## config.mk

```make
export PLATFORM = sky130hd
export DESIGN_NAME = detection_lag_monitor
export DESIGN_NICKNAME = d
export VERILOG_FILES = /design/src/rtl/core/dlm_pkg.sv /design/src/rtl/core/dlm_ram.sv /design/src/rtl/core/detection_lag_monitor.sv
export SDC_FILE = /design/constraint.sdc
export NUM_CORES = 2
export LEC_CHECK = 0
export BUFFER_PORTS_ARGS = -buffer_cell sky130_fd_sc_hd__buf_4
export CAP_MARGIN = 20
export CORE_AREA = 4 4 458 460
export CTS_BUF_LIST = sky130_fd_sc_hd__clkbuf_8
export CTS_CLUSTER_DIAMETER = 100
export DETAILED_ROUTE_END_ITERATION = 6
export DIE_AREA = 0 0 462 464
export GPL_TIMING_DRIVEN = 1
export PLACE_DENSITY = 0.6
export SYNTH_ARGS = -nofsm -noshare
export SYNTH_HDL_FRONTEND = slang
export SYNTH_HIERARCHICAL = 1
export SYNTH_SLANG_ARGS = --single-unit
```

## constraint.sdc

```tcl
create_clock -name clk -period 14.45 [get_ports clk]
set_clock_uncertainty 0.05 [all_clocks]
set_input_delay 2.89 -clock clk [delete_from_list [all_inputs] [get_ports clk]]
set_output_delay 2.89 -clock clk [all_outputs]
set_load 0.005 [all_outputs]
```

## src/rtl/core/dlm_pkg.sv

```systemverilog
// Shared types and constants for the detection lag monitor.
// No dependencies; imported by detection_lag_monitor.
`default_nettype none

package dlm_pkg;

    localparam int LOGLIK_W   = 32;
    localparam int REGIME_W   = 8;
    localparam int IN_TDATA_W = 40;
    localparam int MEAN_W     = 32;
    localparam int VAR_W      = 48;
    localparam int LAG_W      = 5;
    localparam int VIOL_W     = 16;
    localparam int AVG_W      = 13;
    localparam int AVG_FRAC   = 8;
    localparam int DIV_CNT_W  = $clog2(AVG_W);
    localparam int LAG_TOP    = 31;

    localparam int CFG_IDX_W  = 3;
    localparam int CFG_DATA_W = 16;

    localparam logic [CFG_IDX_W-1:0] REG_DROP_THRESHOLD = 3'd0;
    localparam logic [CFG_IDX_W-1:0] REG_LAG_LIMIT      = 3'd1;
    localparam logic [CFG_IDX_W-1:0] REG_DROP_TIMEOUT   = 3'd2;
    localparam logic [CFG_IDX_W-1:0] REG_FAST_ALPHA     = 3'd3;
    localparam logic [CFG_IDX_W-1:0] REG_SLOW_ALPHA     = 3'd4;

    localparam logic [15:0]      RST_DROP_THRESHOLD = 16'd512;
    localparam logic [LAG_W-1:0] RST_LAG_LIMIT      = 5'd5;
    localparam logic [LAG_W-1:0] RST_DROP_TIMEOUT   = 5'd20;
    localparam logic [15:0]      RST_FAST_ALPHA     = 16'd6554;
    localparam logic [15:0]      RST_SLOW_ALPHA     = 16'd1311;

    // 0.1 in unsigned Q32.16
    localparam logic [VAR_W-1:0] VAR_SEED = 48'd6554;

    typedef enum logic [3:0] {
        ST_IDLE,
        ST_DEV,
        ST_MSQ,
        ST_MALPHA,
        ST_MEAN,
        ST_VLO,
        ST_VHI,
        ST_VAR,
        ST_SURP,
        ST_THR,
        ST_TLO,
        ST_THI,
        ST_CMP,
        ST_DIV,
        ST_DONE
    } dlm_state_t;

endpackage

`default_nettype wire

```

## src/rtl/core/dlm_ram.sv

```systemverilog
// Generic single-write, single-read RAM with registered read data.
// No dependencies.
`default_nettype none

module dlm_ram #(
    parameter int WIDTH = 8,
    parameter int DEPTH = 16,
    localparam int AW = (DEPTH > 1) ? $clog2(DEPTH) : 1
) (
    input  wire logic             clk,
    input  wire logic             we,
    input  wire logic [AW-1:0]    waddr,
    input  wire logic [WIDTH-1:0] wdata,
    input  wire logic [AW-1:0]    raddr,
    output logic      [WIDTH-1:0] rdata
);

    logic [WIDTH-1:0] mem [DEPTH];

    always_ff @(posedge clk)
    begin
        if (we)
        begin
            mem[waddr] <= wdata;
        end
        rdata <= mem[raddr];
    end

endmodule

`default_nettype wire

```

## src/rtl/core/detection_lag_monitor.sv

```systemverilog
// Detection lag monitor top level: EMA tracking, drop detection, lag statistics.
// Depends on dlm_pkg and dlm_ram.
//
// One word in, one word out. The block takes a word, works on it alone and is
// not ready again until the result has gone to the output register. The first
// word after reset or after a regime change takes a shorter path (mean and
// variance reseed, no EMA passes), and a word that records a lag also runs
// the divider. The work is serialized through the single 32x32 multiplier,
// which runs the square, the two EMA products, the surprise square and the
// threshold-times-variance products one after another, and through the
// one-bit-per-cycle divider that forms the average lag. A result held in the
// output register does not block the next input word; a second finished
// result waits until the first is taken. Configuration writes are taken every
// cycle and must only happen while the block is idle.
`default_nettype none

module detection_lag_monitor
    import dlm_pkg::*;
#(
    parameter int HIST_DEPTH = 16,
    localparam int FILL_W      = $clog2(HIST_DEPTH + 1),
    localparam int OUT_W       = 42 + FILL_W,
    localparam int OUT_TDATA_W = ((OUT_W + 7) / 8) * 8
) (
    input  wire logic                   clk,
    input  wire logic                   rst_n,
    // config write channel
    input  wire logic                   cfg_valid,
    output logic                        cfg_ready,
    input  wire logic [CFG_IDX_W-1:0]   cfg_index,
    input  wire logic [CFG_DATA_W-1:0]  cfg_data,
    // input stream
    input  wire logic                   s_axis_tvalid,
    output logic                        s_axis_tready,
    // log_lik[31:0], regime[39:32]
    input  wire logic [IN_TDATA_W-1:0]  s_axis_tdata,
    // output stream
    output logic                        m_axis_tvalid,
    input  wire logic                   m_axis_tready,
    // drop_active[0], regime_changed[1], lag_recorded[2], lag_value[7:3],
    // max_lag[12:8], violation_count[28:13], avg_lag[41:29],
    // history_fill[41+FILL_W:42], zero pad above
    output logic [OUT_TDATA_W-1:0]      m_axis_tdata
);

    localparam int POS_W = (HIST_DEPTH > 1) ? $clog2(HIST_DEPTH) : 1;
    localparam int SUM_W = $clog2(LAG_TOP * HIST_DEPTH + 1);
    localparam int AVG_INT = AVG_W - AVG_FRAC;

    // control state
    dlm_state_t              state_reg, state_next;
    logic                    fresh_reg, fresh_next;
    logic                    drop_reg, drop_next;
    logic [LAG_W-1:0]        ticks_reg, ticks_next;
    logic [REGIME_W-1:0]     prev_reg, prev_next;
    logic                    have_reg, have_next;
    logic [POS_W-1:0]        pos_reg, pos_next;
    logic [FILL_W-1:0]       fill_reg, fill_next;
    logic [SUM_W-1:0]        sum_reg, sum_next;
    logic [LAG_W-1:0]        max_reg, max_next;
    logic [VIOL_W-1:0]       viol_reg, viol_next;
    logic [AVG_W-1:0]        avg_reg, avg_next;
    logic [DIV_CNT_W-1:0]    div_cnt_reg, div_cnt_next;
    logic                    out_valid_reg, out_valid_next;

    // config
    logic [15:0]             thr_reg, thr_next;
    logic [LAG_W-1:0]        limit_reg, limit_next;
    logic [LAG_W-1:0]        timeout_reg, timeout_next;
    logic [15:0]             fast_reg, fast_next;
    logic [15:0]             slow_reg, slow_next;

    // datapath
    logic signed [LOGLIK_W-1:0] x_reg, x_next;
    logic [REGIME_W-1:0]     rin_reg, rin_next;
    logic signed [MEAN_W-1:0] mean_reg, mean_next;
    logic [VAR_W-1:0]        var_reg, var_next;
    logic [31:0]             ad_reg, ad_next;
    logic                    dneg_reg, dneg_next;
    logic [VAR_W-1:0]        sq_reg, sq_next;
    logic [VAR_W-1:0]        diff_reg, diff_next;
    logic                    vup_reg, vup_next;
    logic [63:0]             prod_reg, prod_next;
    logic [63:0]             acc_reg, acc_next;
    logic [63:0]             s2_reg, s2_next;
    logic [31:0]             thr2_reg, thr2_next;
    logic                    spos_reg, spos_next;
    logic [FILL_W-1:0]       rem_reg, rem_next;
    logic [AVG_W-1:0]        dvd_reg, dvd_next;
    logic                    res_chg_reg, res_chg_next;
    logic                    res_rec_reg, res_rec_next;
    logic [LAG_W-1:0]        res_lag_reg, res_lag_next;
    logic                    res_drop_reg, res_drop_next;
    logic [OUT_TDATA_W-1:0]  out_data_reg, out_data_next;

    // shared multiplier operands
    logic [31:0]             mul_a, mul_b;

    // scratch
    logic signed [MEAN_W:0]  dev;
    logic [MEAN_W:0]         dev_mag;
    logic signed [MEAN_W:0]  surp;
    logic [MEAN_W:0]         mean_sum;
    logic [VAR_W-1:0]        vstep;
    logic [64:0]             lim_sum;
    logic [63:0]             limit;
    logic                    lim_sat;
    logic                    trip;
    logic                    drop_tmp;
    logic [LAG_W-1:0]        ticks_tmp;
    logic                    chg;
    logic                    full;
    logic [FILL_W:0]         div_t;
    logic                    div_ge;

    // ring memory
    logic                    ram_we;
    logic [LAG_W-1:0]        ram_rdata;

    dlm_ram #(
        .WIDTH (LAG_W),
        .DEPTH (HIST_DEPTH)
    ) u_ring (
        .clk   (clk),
        .we    (ram_we),
        .waddr (pos_reg),
        .wdata (ticks_tmp),
        .raddr (pos_reg),
        .rdata (ram_rdata)
    );

    assign cfg_ready     = 1'b1;
    assign s_axis_tready = (state_reg == ST_IDLE);
    assign m_axis_tvalid = out_valid_reg;
    assign m_axis_tdata  = out_data_reg;

    // multiplier operand select
    always_comb
    begin
        mul_a = '0;
        mul_b = '0;
        case (state_reg)
            ST_MSQ:
            begin
                mul_a = ad_reg;
                mul_b = ad_reg;
            end
            ST_MALPHA:
            begin
                mul_a = ad_reg;
                mul_b = {16'b0, fast_reg};
            end
            ST_VLO:
            begin
                mul_a = diff_reg[31:0];
                mul_b = {16'b0, slow_reg};
            end
            ST_VHI:
            begin
                mul_a = {16'b0, diff_reg[47:32]};
                mul_b = {16'b0, slow_reg};
            end
            ST_SURP:
            begin
                mul_a = surp[31:0];
                mul_b = surp[31:0];
            end
            ST_THR:
            begin
                mul_a = {16'b0, thr_reg};
                mul_b = {16'b0, thr_reg};
            end
            ST_TLO:
            begin
                mul_a = prod_reg[31:0];
                mul_b = var_reg[31:0];
            end
            ST_THI:
            begin
                mul_a = thr2_reg;
                mul_b = {16'b0, var_reg[47:32]};
            end
            default:
            begin
                mul_a = '0;
                mul_b = '0;
            end
        endcase
    end

    assign prod_next = mul_a * mul_b;

    // sequencer and state update
    always_comb
    begin
        state_next     = state_reg;
        fresh_next     = fresh_reg;
        drop_next      = drop_reg;
        ticks_next     = ticks_reg;
        prev_next      = prev_reg;
        have_next      = have_reg;
        pos_next       = pos_reg;
        fill_next      = fill_reg;
        sum_next       = sum_reg;
        max_next       = max_reg;
        viol_next      = viol_reg;
        avg_next       = avg_reg;
        div_cnt_next   = div_cnt_reg;
        out_valid_next = out_valid_reg;
        thr_next       = thr_reg;
        limit_next     = limit_reg;
        timeout_next   = timeout_reg;
        fast_next      = fast_reg;
        slow_next      = slow_reg;
        x_next         = x_reg;
        rin_next       = rin_reg;
        mean_next      = mean_reg;
        var_next       = var_reg;
        ad_next        = ad_reg;
        dneg_next      = dneg_reg;
        sq_next        = sq_reg;
        diff_next      = diff_reg;
        vup_next       = vup_reg;
        acc_next       = acc_reg;
        s2_next        = s2_reg;
        thr2_next      = thr2_reg;
        spos_next      = spos_reg;
        rem_next       = rem_reg;
        dvd_next       = dvd_reg;
        res_chg_next   = res_chg_reg;
        res_rec_next   = res_rec_reg;
        res_lag_next   = res_lag_reg;
        res_drop_next  = res_drop_reg;
        out_data_next  = out_data_reg;
        ram_we         = 1'b0;

        dev      = {x_reg[LOGLIK_W-1], x_reg} - {mean_reg[MEAN_W-1], mean_reg};
        dev_mag  = dev[MEAN_W] ? (MEAN_W+1)'(-dev) : dev;
        surp     = {mean_reg[MEAN_W-1], mean_reg} - {x_reg[LOGLIK_W-1], x_reg};
        mean_sum = dneg_reg ?
                   {mean_reg[MEAN_W-1], mean_reg} - {1'b0, prod_reg[47:16]} :
                   {mean_reg[MEAN_W-1], mean_reg} + {1'b0, prod_reg[47:16]};
        vstep    = {prod_reg[31:0], 16'b0} + {16'b0, acc_reg[47:16]};
        lim_sum  = {1'b0, prod_reg[31:0], 32'b0} + {1'b0, acc_reg};
        lim_sat  = (prod_reg[63:32] != 32'b0) || lim_sum[64];
        limit    = lim_sat ? '1 : lim_sum[63:0];
        trip     = spos_reg && !drop_reg && (s2_reg > limit);
        drop_tmp = drop_reg || trip;
        ticks_tmp = trip ? '0 : ticks_reg;
        if (drop_tmp && ticks_tmp != LAG_W'(LAG_TOP))
        begin
            ticks_tmp = ticks_tmp + 1'b1;
        end
        chg      = have_reg && (rin_reg != prev_reg);
        full     = (fill_reg == FILL_W'(HIST_DEPTH));
        div_t    = {rem_reg, dvd_reg[AVG_W-1]};
        div_ge   = (div_t >= {1'b0, fill_reg});

        if (cfg_valid && cfg_ready)
        begin
            case (cfg_index)
                REG_DROP_THRESHOLD: thr_next     = cfg_data;
                REG_LAG_LIMIT:      limit_next   = cfg_data[LAG_W-1:0];
                REG_DROP_TIMEOUT:   timeout_next = cfg_data[LAG_W-1:0];
                REG_FAST_ALPHA:     fast_next    = cfg_data;
                REG_SLOW_ALPHA:     slow_next    = cfg_data;
                default:            ;
            endcase
        end

        if (out_valid_reg && m_axis_tready)
        begin
            out_valid_next = 1'b0;
        end

        case (state_reg)
            ST_IDLE:
            begin
                if (s_axis_tvalid)
                begin
                    x_next     = s_axis_tdata[LOGLIK_W-1:0];
                    rin_next   = s_axis_tdata[LOGLIK_W +: REGIME_W];
                    state_next = ST_DEV;
                end
            end
            ST_DEV:
            begin
                if (fresh_reg)
                begin
                    mean_next  = x_reg;
                    var_next   = VAR_SEED;
                    state_next = ST_SURP;
                end
                else
                begin
                    ad_next    = dev_mag[31:0];
                    dneg_next  = dev[MEAN_W];
                    state_next = ST_MSQ;
                end
            end
            ST_MSQ:
            begin
                state_next = ST_MALPHA;
            end
            ST_MALPHA:
            begin
                sq_next    = prod_reg[63:16];
                state_next = ST_MEAN;
            end
            ST_MEAN:
            begin
                mean_next  = mean_sum[MEAN_W-1:0];
                vup_next   = (sq_reg >= var_reg);
                diff_next  = (sq_reg >= var_reg) ? sq_reg - var_reg : var_reg - sq_reg;
                state_next = ST_VLO;
            end
            ST_VLO:
            begin
                state_next = ST_VHI;
            end
            ST_VHI:
            begin
                acc_next   = prod_reg;
                state_next = ST_VAR;
            end
            ST_VAR:
            begin
                var_next   = vup_reg ? var_reg + vstep : var_reg - vstep;
                state_next = ST_SURP;
            end
            ST_SURP:
            begin
                spos_next  = !surp[MEAN_W] && (surp != '0);
                state_next = ST_THR;
            end
            ST_THR:
            begin
                s2_next    = prod_reg;
                state_next = ST_TLO;
            end
            ST_TLO:
            begin
                thr2_next  = prod_reg[31:0];
                state_next = ST_THI;
            end
            ST_THI:
            begin
                acc_next   = prod_reg;
                state_next = ST_CMP;
            end
            ST_CMP:
            begin
                res_chg_next = chg;
                res_rec_next = chg && drop_tmp;
                res_lag_next = '0;
                state_next   = ST_DONE;
                if (chg && drop_tmp)
                begin
                    ram_we       = 1'b1;
                    res_lag_next = ticks_tmp;
                    sum_next     = sum_reg - (full ? SUM_W'(ram_rdata) : '0)
                                   + SUM_W'(ticks_tmp);
                    fill_next    = full ? fill_reg : fill_reg + 1'b1;
                    pos_next     = (pos_reg == POS_W'(HIST_DEPTH - 1)) ?
                                   '0 : pos_reg + 1'b1;
                    if (ticks_tmp > max_reg)
                    begin
                        max_next = ticks_tmp;
                    end
                    if (ticks_tmp > limit_reg && viol_reg != '1)
                    begin
                        viol_next = viol_reg + 1'b1;
                    end
                    // quotient fits AVG_W bits, so the top dividend bits seed the remainder
                    rem_next     = FILL_W'(sum_next >> AVG_INT);
                    dvd_next     = {sum_next[AVG_INT-1:0], {AVG_FRAC{1'b0}}};
                    div_cnt_next = '0;
                    drop_tmp     = 1'b0;
                    state_next   = ST_DIV;
                end
                fresh_next = chg;
                prev_next  = rin_reg;
                have_next  = 1'b1;
                if (drop_tmp && ticks_tmp > timeout_reg)
                begin
                    drop_tmp = 1'b0;
                end
                drop_next     = drop_tmp;
                ticks_next    = ticks_tmp;
                res_drop_next = drop_tmp;
            end
            ST_DIV:
            begin
                rem_next     = div_ge ? FILL_W'(div_t - {1'b0, fill_reg}) : div_t[FILL_W-1:0];
                dvd_next     = {dvd_reg[AVG_W-2:0], div_ge};
                div_cnt_next = div_cnt_reg + 1'b1;
                if (div_cnt_reg == DIV_CNT_W'(AVG_W - 1))
                begin
                    avg_next   = {dvd_reg[AVG_W-2:0], div_ge};
                    state_next = ST_DONE;
                end
            end
            ST_DONE:
            begin
                if (!out_valid_reg || m_axis_tready)
                begin
                    out_data_next  = OUT_TDATA_W'({fill_reg, avg_reg, viol_reg, max_reg,
                                                   res_lag_reg, res_rec_reg, res_chg_reg,
                                                   res_drop_reg});
                    out_valid_next = 1'b1;
                    state_next     = ST_IDLE;
                end
            end
            default:
            begin
                state_next = ST_IDLE;
            end
        endcase
    end

    always_ff @(posedge clk or negedge rst_n)
    begin
        if (!rst_n)
        begin
            state_reg <= ST_IDLE;
        end
        else
        begin
            state_reg <= state_next;
        end
    end

    always_ff @(posedge clk or negedge rst_n)
    begin
        if (!rst_n)
        begin
            fresh_reg     <= 1'b1;
            drop_reg      <= 1'b0;
            ticks_reg     <= '0;
            prev_reg      <= '0;
            have_reg      <= 1'b0;
            pos_reg       <= '0;
            fill_reg      <= '0;
            sum_reg       <= '0;
            max_reg       <= '0;
            viol_reg      <= '0;
            avg_reg       <= '0;
            div_cnt_reg   <= '0;
            out_valid_reg <= 1'b0;
            thr_reg       <= RST_DROP_THRESHOLD;
            limit_reg     <= RST_LAG_LIMIT;
            timeout_reg   <= RST_DROP_TIMEOUT;
            fast_reg      <= RST_FAST_ALPHA;
            slow_reg      <= RST_SLOW_ALPHA;
        end
        else
        begin
            fresh_reg     <= fresh_next;
            drop_reg      <= drop_next;
            ticks_reg     <= ticks_next;
            prev_reg      <= prev_next;
            have_reg      <= have_next;
            pos_reg       <= pos_next;
            fill_reg      <= fill_next;
            sum_reg       <= sum_next;
            max_reg       <= max_next;
            viol_reg      <= viol_next;
            avg_reg       <= avg_next;
            div_cnt_reg   <= div_cnt_next;
            out_valid_reg <= out_valid_next;
            thr_reg       <= thr_next;
            limit_reg     <= limit_next;
            timeout_reg   <= timeout_next;
            fast_reg      <= fast_next;
            slow_reg      <= slow_next;
        end
    end

    always_ff @(posedge clk)
    begin
        x_reg        <= x_next;
        rin_reg      <= rin_next;
        mean_reg     <= mean_next;
        var_reg      <= var_next;
        ad_reg       <= ad_next;
        dneg_reg     <= dneg_next;
        sq_reg       <= sq_next;
        diff_reg     <= diff_next;
        vup_reg      <= vup_next;
        prod_reg     <= prod_next;
        acc_reg      <= acc_next;
        s2_reg       <= s2_next;
        thr2_reg     <= thr2_next;
        spos_reg     <= spos_next;
        rem_reg      <= rem_next;
        dvd_reg      <= dvd_next;
        res_chg_reg  <= res_chg_next;
        res_rec_reg  <= res_rec_next;
        res_lag_reg  <= res_lag_next;
        res_drop_reg <= res_drop_next;
        out_data_reg <= out_data_next;
    end

    a_fill_bound: assert property (@(posedge clk) disable iff (!rst_n)
        fill_reg <= FILL_W'(HIST_DEPTH))
        else $error("history fill above ring depth");

    a_sum_bound: assert property (@(posedge clk) disable iff (!rst_n)
        sum_reg <= SUM_W'(LAG_TOP * fill_reg))
        else $error("ring sum exceeds largest possible lag total");

    a_busy_after_accept: assert property (@(posedge clk) disable iff (!rst_n)
        (s_axis_tvalid && s_axis_tready) |=> !s_axis_tready)
        else $error("ready again right after accepting a word");

    a_record_divides: assert property (@(posedge clk) disable iff (!rst_n)
        (state_reg == ST_CMP && chg && drop_tmp == 1'b0 && ram_we) |=>
        (state_reg == ST_DIV && fill_reg != '0))
        else $error("lag recorded without average update");

    a_lag_le_max: assert property (@(posedge clk) disable iff (!rst_n)
        (m_axis_tvalid && out_data_reg[2]) |-> (out_data_reg[7:3] <= out_data_reg[12:8]))
        else $error("recorded lag above reported maximum");

endmodule

`default_nettype wire

```

==> qor.yml <==
sta:
  finalHoldViolCount: 0
  period_needed_ns: 12.59
  timing.hold.ws_ns: 0.372
  setup_viol: 0
  rsz0062_at_grt: "false"
  clock.fmax_mhz: 79.4
  finalMaxSlewViolations: 0
  tns_ns: 0
  period_share_pct: 87.1
  slew_headroom_pct: 16.4
  tightestPinTransition_ns: 1.24
  fin_ws_ns: 1.86
floorplanning:
  die-height_um: 464
  start_util_pct: 38.8
  ios: 115
  placementRows: 167
  die-area_um2: 214000
  core_area_um2: 206000
  die_w_um: 462
run:
  maxCapViolCount: 0
placement:
  io_buffers: 112
  hpwl_um: 233000
  gp_congestion: 1.03
  placed_cell_area_um2: 84100
  pre_cts_ws_ns: 2.09
detailed_routing:
  firstDrtPassIters: 7
  drt_iter0_markers: 6800
  avgViaCountPerCell: 5.65
  route.detailed.drc: 1
  wire_per_inst_um: 25.9
  routed_wl_um: 295000
  vias: 64500
  ant_nets: 0
cells_and_area:
  final_common_cell: "inv_1"
  largest_reg_flops: 80
  nets: 10200
  stdcell_area_um2: 87300
  final_cell_mix: "inv_1, nor2_1, fa_1"
  area_growth_syn_to_layout_pct: 9.19
  top_register: "u_ring/mem"
  nFillCells: 20200
  drive_gt1_share_pct: 8.17
synth:
  synth_warnings: 6
  synth_cells: 8551
  async_flop_share_pct: 17.6
  syn_avg_cell_area_um2: 9.35
  ys.flop_type: "edfxtp_1"
  syn_area_um2: 80000
  synth_nets: 10200
  ys_seq_area_share_pct: 27.2
  synth.ff_latch_count: 768
  synth_cell_types: 99
  synth_edf_count: 564
global_route:
  grt_overflow: 0
  grt_pass1_vias: 65300
  antenna_found_initial: 24
  grt_pass1_wl_um: 433000
  grt_max_degree: 78
  track_usage_pct: 27.4
clocking:
  holdBufCountCts: 0
  cts_tree: "built"
  htreeDepth: 4
  clk_pin_slew_worst_paths_ns: 0.07
  cts_sinks: 768
  clock_latency_ns: 0.92
  postCtsSetupBuffers: 0
  clockBufferDepth: 3
  cts_root_buffer: "clkbuf_8"
  cts.repair.resized: 0
  cts_made_buffers: 142
worst_setup_path:
  worstSetupPathType: "reg -> reg"
  path_max_fanout: 12
  slowest_stage: "o21a_1"
  crit_path_max_incr_delay_ns: 0.86
  crit_required_ns: 15.24
  crit_top_cell: "fa_1"
  startpoint_type: "register"
  cp-end-kind: "register"
  crit_arrival_ns: 13.38
hold_path:
  hold_class: "reg -> reg"
outcome:
  violations: "DRC"
  outcome: "finished, violations left"
[layer usage]
metal	vias to the layer above	GRT usage (%)	wire, um
li1	28200	-	-
met1	32300	35.2	115000
met2	3199	42.0	130000
met3	765	6.33	28300
met4	10	16.5	21700
met5	-	0	69
[through the flow]
step / cells / utilization [%]
detailed placement: 11100 / 40.8
global route: 11400 / 42.4
global placement: 11100 / 40.8
finish: 11400 / 42.4
CTS: 11400 / 42.4
floorplan: 8551 / -
[cell type report]
| cell class | instances | area [um2] | share of cell area, % |
|---|---|---|---|
| multi-input combinational | 6100 | 52100 | 59.7 |
| sequential | 768 | 21700 | 24.9 |
| inverter | 1300 | 4880 | 5.59 |
| tap | 2704 | 3380 | 3.87 |
| clock buffer | 151 | 2080 | 2.38 |
| timing repair buffer | 269 | 2030 | 2.32 |
| clock inverter | 113 | 1090 | 1.24 |
| antenna | 9 | 22.5 | 0.0258 |
[path summary, 6_finish.rpt]
path / start / to / slack, ns / cells past startpoint
max reg2reg: mean_reg[8] / prod_reg[62] / 1.86 / 35
min reg2reg: res_lag_reg[2] / m_axis_tdata[5] / 0.37 / 0
min in group asynchronous: rst_n / prev_reg[2] / 1.91 / 1
min: res_lag_reg[2] / m_axis_tdata[5] / 0.37 / 0
max in group asynchronous: rst_n / slow_reg[7] / 10.97 / 2
max: mean_reg[8] / prod_reg[62] / 1.86 / 35
[logic make-up after synthesis]
group | count (synthesis) | share of synthesized area (%)
AOI/OAI and AO/OA | 1458 | 11.7
DFF | 768 | 27.2
adders and majority gates | 1546 | 32.7
and+or+nand+nor | 2570 | 14.1
other | 2 | 0.00939
muxes | 118 | 1.91
xor gates and xnor gates | 406 | 4.45
buffers and inverters | 1683 | 7.93
[Yosys cell counts, types with 66 or more instances]
library cell	count	area, um2
nor2_1	961	3610
inv_1	1297	4870
a22oi_1	100	751
dfrtp_1	115	2880
a21o_1	192	1440
dfxtp_1	69	1380
xnor2_1	252	2210
clkbuf_1	347	1300
nand3_1	132	661
o21bai_1	66	495
a21oi_1	435	2180
o21ai_0	273	1370
xor2_1	154	1350
nand2_1	907	3400
nand4_1	78	488
fa_1	909	18200
mux2_2	76	856
edfxtp_1	564	16900
ha_1	637	7970
nor3_1	96	480
[worst max-delay path: cells and delay by family (launching register included)]
| kind | cells | cell delay, ns |
|---|---|---|
| adders and majority gates | 10 | 4.94 |
| buffers and inverters | 5 | 0.50 |
| AOI/OAI and AO/OA | 15 | 5.00 |
| xor gates and xnor gates | 2 | 0.89 |
| DFF | 1 | 0.42 |
| and+or+nand+nor | 3 | 0.66 |
Power is left out: the tool's default activity adds up to more than one toggle a clock period on the data nets, which glitch-free logic cannot reach.
